## src/sv/tcgr_pkg.sv

```systemverilog
// ----------------------------------------------------------------------------
// tcgr_pkg: shared types and constants of the text console renderer
// Beat payloads, function, command and character codes, register indexes,
// and the command/status bundles between controller and datapath.
// ----------------------------------------------------------------------------
package tcgr_pkg;

  localparam int ROW_W     = 5;   // cell row counter, font height is 5 bits
  localparam int CFG_IDX_W = 3;
  localparam int DIV_STEPS = 12;  // quotient bits of screen_width / font_width

  // input functions
  localparam logic [1:0] FUNC_PUT   = 2'd0;
  localparam logic [1:0] FUNC_LOAD  = 2'd1;
  localparam logic [1:0] FUNC_CLEAR = 2'd2;

  // result commands
  localparam logic [1:0] CMD_ROW_WRITE = 2'd0;
  localparam logic [1:0] CMD_SCROLL    = 2'd1;
  localparam logic [1:0] CMD_CLEAR     = 2'd2;

  // control characters
  localparam logic [7:0] CHAR_NL = 8'h0a;
  localparam logic [7:0] CHAR_CR = 8'h0d;
  localparam logic [7:0] CHAR_BS = 8'h08;

  // configuration register indexes
  localparam logic [CFG_IDX_W-1:0] REG_FG_COLOR   = 3'd0;
  localparam logic [CFG_IDX_W-1:0] REG_BG_COLOR   = 3'd1;
  localparam logic [CFG_IDX_W-1:0] REG_FONT_W     = 3'd2;
  localparam logic [CFG_IDX_W-1:0] REG_FONT_H     = 3'd3;
  localparam logic [CFG_IDX_W-1:0] REG_GLYPH_CNT  = 3'd4;
  localparam logic [CFG_IDX_W-1:0] REG_SCREEN_W   = 3'd5;
  localparam logic [CFG_IDX_W-1:0] REG_SCREEN_H   = 3'd6;

  // register reset values
  localparam logic [31:0] RST_FG_COLOR  = 32'hffff_ffff;
  localparam logic [31:0] RST_BG_COLOR  = 32'hff00_0000;
  localparam logic [4:0]  RST_FONT_W    = 5'd8;
  localparam logic [4:0]  RST_FONT_H    = 5'd16;
  localparam logic [8:0]  RST_GLYPH_CNT = 9'd256;
  localparam logic [11:0] RST_SCREEN_W  = 12'd1024;
  localparam logic [11:0] RST_SCREEN_H  = 12'd768;

  typedef struct packed {
    logic [1:0]  func;
    logic [7:0]  char_code;
    logic [7:0]  glyph_index;
    logic [3:0]  glyph_row;
    logic [15:0] row_bits;
  } in_item_t;

  typedef struct packed {
    logic [1:0]  command;
    logic [11:0] pixel_x;
    logic [11:0] pixel_y;
    logic [15:0] pixel_mask;
    logic [31:0] fill_foreground;
    logic [31:0] fill_background;
    logic        last;
  } out_item_t;

  typedef enum logic [2:0] {
    KIND_ERASE,
    KIND_GLYPH,
    KIND_CURSOR,
    KIND_SCROLL,
    KIND_CLEAR
  } res_kind_t;

  typedef struct packed {
    logic      capture;    // latch glyph base, start column divider
    logic      load_wr;    // write glyph row from input beat
    logic      org;        // register cell origin, restart row counter
    logic      cur_clear;
    logic      col_zero;
    logic      col_inc;
    logic      col_dec;
    logic      bs_wrap;    // back to last column of previous line
    logic      line_inc;
    logic      line_dec;
    logic      emit;
    logic      row_adv;
    res_kind_t kind;
    logic      last;
  } dp_cmd_t;

  typedef struct packed {
    logic out_free;
    logic row_last;
    logic col_is_zero;
    logic line_is_zero;
    logic wrap;
    logic scroll;
    logic div_done;
  } dp_status_t;

endpackage

```

## src/sv/tcgr_ctrl.sv

```systemverilog
// ----------------------------------------------------------------------------
// tcgr_ctrl: console sequencer
// Steps one input item through its cell passes, scroll and clear results.
// ----------------------------------------------------------------------------
module tcgr_ctrl
  import tcgr_pkg::*;
(
  input  logic       clk,
  input  logic       rst_n,
  input  logic       in_valid,
  output logic       in_ready,
  input  in_item_t   in_data,
  input  dp_status_t status,
  output dp_cmd_t    cmd
);

  typedef enum logic [3:0] {
    ST_IDLE,
    ST_ERASE,
    ST_NL_ORG,
    ST_NL_CHK,
    ST_SCROLL,
    ST_CUR_ORG,
    ST_CURSOR,
    ST_BS_DIV,
    ST_BS_ORG,
    ST_BS_ERASE,
    ST_GLYPH,
    ST_ADV_ORG,
    ST_ADV_CHK,
    ST_CLEAR
  } state_t;

  typedef enum logic [1:0] {
    CLS_PRINT,
    CLS_NL,
    CLS_CR,
    CLS_BS
  } char_cls_t;

  state_t    state_r, state_nxt;
  char_cls_t cls_r, cls_nxt, cls_in;

  always_comb begin
    priority if (in_data.char_code == CHAR_NL) begin
      cls_in = CLS_NL;
    end else if (in_data.char_code == CHAR_CR) begin
      cls_in = CLS_CR;
    end else if (in_data.char_code == CHAR_BS) begin
      cls_in = CLS_BS;
    end else begin
      cls_in = CLS_PRINT;
    end
  end

  assign in_ready = (state_r == ST_IDLE);

  always_comb begin
    cmd       = '0;
    state_nxt = state_r;
    cls_nxt   = cls_r;
    unique case (state_r)
      ST_IDLE: begin
        if (in_valid) begin
          unique case (in_data.func)
            FUNC_PUT: begin
              cmd.capture = 1'b1;
              cmd.org     = 1'b1;
              cls_nxt     = cls_in;
              state_nxt   = ST_ERASE;
            end
            FUNC_LOAD:  cmd.load_wr = 1'b1;
            FUNC_CLEAR: state_nxt = ST_CLEAR;
            default: ;
          endcase
        end
      end
      ST_ERASE: begin
        if (status.out_free) begin
          cmd.emit    = 1'b1;
          cmd.row_adv = 1'b1;
          cmd.kind    = KIND_ERASE;
          // return, and backspace at the origin, end on the erase pass
          cmd.last    = status.row_last && ((cls_r == CLS_CR) ||
                        ((cls_r == CLS_BS) && status.col_is_zero &&
                         status.line_is_zero));
          if (status.row_last) begin
            unique case (cls_r)
              CLS_NL: begin
                cmd.line_inc = 1'b1;
                cmd.col_zero = 1'b1;
                state_nxt    = ST_NL_ORG;
              end
              CLS_CR: begin
                cmd.col_zero = 1'b1;
                state_nxt    = ST_IDLE;
              end
              CLS_BS: begin
                priority if (!status.col_is_zero) begin
                  cmd.col_dec = 1'b1;
                  state_nxt   = ST_BS_ORG;
                end else if (!status.line_is_zero) begin
                  state_nxt = ST_BS_DIV;
                end else begin
                  state_nxt = ST_IDLE;
                end
              end
              CLS_PRINT: state_nxt = ST_GLYPH;
              default: ;
            endcase
          end
        end
      end
      ST_NL_ORG: begin
        cmd.org   = 1'b1;
        state_nxt = ST_NL_CHK;
      end
      ST_NL_CHK: begin
        state_nxt = status.scroll ? ST_SCROLL : ST_CURSOR;
      end
      ST_SCROLL: begin
        if (status.out_free) begin
          cmd.emit     = 1'b1;
          cmd.kind     = KIND_SCROLL;
          cmd.line_dec = 1'b1;
          state_nxt    = ST_CUR_ORG;
        end
      end
      ST_CUR_ORG: begin
        cmd.org   = 1'b1;
        state_nxt = ST_CURSOR;
      end
      ST_CURSOR: begin
        if (status.out_free) begin
          cmd.emit    = 1'b1;
          cmd.row_adv = 1'b1;
          cmd.kind    = KIND_CURSOR;
          cmd.last    = status.row_last;
          if (status.row_last) begin
            state_nxt = ST_IDLE;
          end
        end
      end
      ST_BS_DIV: begin
        if (status.div_done) begin
          cmd.bs_wrap = 1'b1;
          state_nxt   = ST_BS_ORG;
        end
      end
      ST_BS_ORG: begin
        cmd.org   = 1'b1;
        state_nxt = ST_BS_ERASE;
      end
      ST_BS_ERASE: begin
        if (status.out_free) begin
          cmd.emit    = 1'b1;
          cmd.row_adv = 1'b1;
          cmd.kind    = KIND_ERASE;
          if (status.row_last) begin
            state_nxt = ST_CURSOR;
          end
        end
      end
      ST_GLYPH: begin
        if (status.out_free) begin
          cmd.emit    = 1'b1;
          cmd.row_adv = 1'b1;
          cmd.kind    = KIND_GLYPH;
          if (status.row_last) begin
            cmd.col_inc = 1'b1;
            state_nxt   = ST_ADV_ORG;
          end
        end
      end
      ST_ADV_ORG: begin
        cmd.org   = 1'b1;
        state_nxt = ST_ADV_CHK;
      end
      ST_ADV_CHK: begin
        if (status.wrap) begin
          cmd.line_inc = 1'b1;
          cmd.col_zero = 1'b1;
          state_nxt    = ST_NL_ORG;
        end else begin
          state_nxt = ST_CURSOR;
        end
      end
      ST_CLEAR: begin
        if (status.out_free) begin
          cmd.emit      = 1'b1;
          cmd.kind      = KIND_CLEAR;
          cmd.last      = 1'b1;
          cmd.cur_clear = 1'b1;
          state_nxt     = ST_IDLE;
        end
      end
      default: state_nxt = ST_IDLE;
    endcase
  end

  always_ff @(posedge clk) begin
    if (!rst_n) begin
      state_r <= ST_IDLE;
      cls_r   <= CLS_PRINT;
    end else begin
      state_r <= state_nxt;
      cls_r   <= cls_nxt;
    end
  end

endmodule

```

## config.mk

```make
export PLATFORM = sky130hd
export DESIGN_NAME = tcgr_ctrl
export DESIGN_NICKNAME = d
export VERILOG_FILES = /design/src/sv/tcgr_pkg.sv /design/src/sv/tcgr_ctrl.sv
export SDC_FILE = /design/constraint.sdc
export NUM_CORES = 1
export LEC_CHECK = 0
export BUFFER_PORTS_ARGS = -buffer_cell sky130_fd_sc_hd__buf_2
export CAP_MARGIN = 20
export CORE_AREA = 2 2 53 55
export CTS_BUF_LIST = sky130_fd_sc_hd__clkbuf_16
export DETAILED_ROUTE_END_ITERATION = 7
export DIE_AREA = 0 0 55 57
export GPL_TIMING_DRIVEN = 0
export PLACE_DENSITY = 0.81
export SETUP_SLACK_MARGIN = 0.2
export SLEW_MARGIN = 20
export SYNTH_ARGS = -nofsm -noshare
export SYNTH_HDL_FRONTEND = slang
export SYNTH_SLANG_ARGS = --single-unit
```

## constraint.sdc

```tcl
create_clock -name clk -period 1.7 [get_ports clk]
set_input_delay 0.34 -clock clk [delete_from_list [all_inputs] [get_ports clk]]
set_output_delay 0.34 -clock clk [all_outputs]
set_load 0.01 [all_outputs]
```

==> reports/results.ini <==
[status]
status=finished, violations left
violations=negative setup slack

[min_path]
hold_path_end=cls_r[1]
hold_class=input pin to flop
min_from=rst_n
worstHoldPathCells=2

[sta]
max_freq_mhz=489
rsz0062_at_grt=true
final.min_clock_period_ns=2.05
layout_setup_ws_ns=-0.346
setup_viol=22
skew_ns=0.00103
finalCritPeriodShare_pct=120
drv_slew=0
tightest_slew_ns=0.336
slew_headroom_pct=77.5
fin_hold_ws_ns=0.426
hold_violations=0
tns_ns=-4.24

[critical_path]
criticalPathCategory=flop to primary output
worstPathCellList=buf_6 -> buf_6 -> buf_12 -> nor4_4 -> nor4bb_2 -> buf_4 -> a21oi_2 -> nand2_1 -> buf_2
reg2reg_setup_slack_ns=-0.18
r2r-start=state_r[1]
crit_path_frequent_cell=buf_6
worst_setup_path_end_kind=primary output
crit_path_start=state_r[1]
slowest_delay_ns=0.31
worstPathArrival_ns=1.71
crit_fanout=4
r2r_cells=11
cp.required_ns=1.36
critPathSlowestCell=dfxtp_2
timing.rr.end=cls_r[0]
startpoint_type=flop

[floorplanning]
die_y_um=57
core_um2=2620
die_width_um=55
die_area_um2=3140
initial_core_util_pct=33.4
ioPinCount=65
rows=19

[global_routing]
met2_usage_pct=39.5
grt_use_met3_pct=4.97
gr-total-overflow=0
grt_max_degree=11
first_global_vias=1185
grt-busiest-layer=met2
antenna_found_initial=0
use_met1_pct=26.9
track_usage_pct=22.6
grt_pass1_wl_mm=5.33

[pwr]
pwr-share-clk_pct=12.8
p_leak_nw=0.845
swShare_pct=39.5
power_switching_mw=1.17
pwr-share-comb_pct=80.3
intPower_mw=1.79
power_frac_seq_pct=6.9
power.total_mw=2.95
p_per_area_nw_per_um2=1610
ir_drop_mv=1.30

[layout]
final_common_cell=buf_2
instances_no_fill=227
final_layout_size_suffix_gt1_share_pct=62.2
areaGrowthSynthToFinish_pct=110
final_area_um2=1840
mostFrequentLayoutCells=buf_2 (33), buf_4 (26), buf_6 (18)
num_antenna_cells=0
fin_nets=249

[route]
wl_mm=3.69
wl_per_cell_um=16.3
drtAntennaViolNets=0
drc=0
avgViaCountPerCell=5.59
vias=1268
drtIter0Drc=37
drtPass1Iterations=4

[cts]
cts_buffer_depth=2
path_clk_slew_ns=0.03
cts-root-buf=clkbuf_16
cts.sinks=6
clk-insertion-delay-late_ns=0.22
cts_tree=yes
cts_buffers=3
htree_num_levels=1

[logic_synthesis]
syn_nets=170
syn-cell-area_um2=875
ys_seq_area_share_pct=13.7
synth_edf_count=0
ys_ff_latch=6
ys_warn_count=0
synth_cell_types=47
synth_cells=119
synth_area_per_cell_um2=7.35
async_flop_share_pct=0
ys.flop_type=dfxtp_1

[placed_design]
post_dp_cell_area_um2=1170
io_buffers=36
dp.cells=186
hpwlAfterDp_mm=1.83
gp_congestion=0.855

[flow_run]
cap_viol_max_count=0

-- critical path, delay by kind of cell, from the launching register on --
kind                   cells  cell delay [ns]
flip-flops                 1             0.31
AO/OA/AOI/OAI              1             0.03
buffers and inverters      5             0.66
AND/OR/NAND/NOR            3             0.49
-- registers in the layout, summed over array words and instances, names as in the netlist --
| register | flops |
|---|---|
| cls_r | 2 |
| state_r | 4 |
-- per-layer routing --
layer,vias to the layer above,part of all wire [%]
li1,589,-
met1,608,38
met2,60,52
met3,11,7.4
met4,0,2.7
met5,-,0
-- logic make-up after synthesis --
family	synth area share [%]
compound gates	23.5
xor+xnor	3.00
simple gates	35.6
mux	9.16
buf+inv	10.7
flops	13.7
fa+ha+maj	4.29
-- synthesized netlist by cell type, types with 3 or more instances --
cell / n / area, um^2
inv_1: 7 / 26.3
nor4_1: 5 / 31.3
o21ai_0: 5 / 25.0
nor2b_1: 6 / 37.5
buf_2: 6 / 30.0
dfxtp_1: 6 / 120
o21ai_1: 3 / 15.0
a21oi_1: 5 / 25.0
nand2_1: 8 / 30.0
nand2b_1: 5 / 31.3
mux2i_1: 8 / 80.1
ha_1: 3 / 37.5
nor2_1: 8 / 30.0
-- repair_timing --
action                     4_1_cts  5_1_grt
resized for setup               47       15
pin swaps                       13        7
gates cloned                     1        0
hold buffers                     0        0
setup endpoints to repair       22       23
buffers inserted                29        8
-- worst max path at each step --
stage	cells after the start	slack (ns)	to
2_1_floorplan	5	-0.01	cmd[9]
3_3_place_gp	6	-0.14	cmd[9]
3_5_place_dp	6	-0.14	cmd[9]
4_1_cts	6	-0.36	cmd[9]
5_1_grt	9	-0.39	cmd[13]
6_report	9	-0.35	cmd[13]
-- final cells by class --
cell class,count,area (um^2)
inverters,8,30.0
well taps,31,38.8
multi-input cells,94,850
plain buffers,11,148
fillers,192,778
clock buffers,3,75.1
flip-flops and latches,6,131
repair buffers,74,564
-- power groups by stage --
stage	clock, mW	sequential, mW	combinational (mW)
global route	0.388	0.208	2.48
detailed placement	0	0.202	1.28
CTS	0.379	0.203	2.03
finish	0.377	0.204	2.37
global placement	0	0.200	1.27
floorplan	0	0.199	1.02
-- stage by stage --
stage / worst slack [ns] / utilization, %
after CTS: -0.356 / 64.7
final: -0.346 / 70.2
after global routing: -0.394 / 70.2
after global placement: -0.138 / 44.9
after detailed placement: -0.139 / 44.9
after floorplan: -0.00989 / -
No activity file was read; power rests on OpenSTA's default activity.
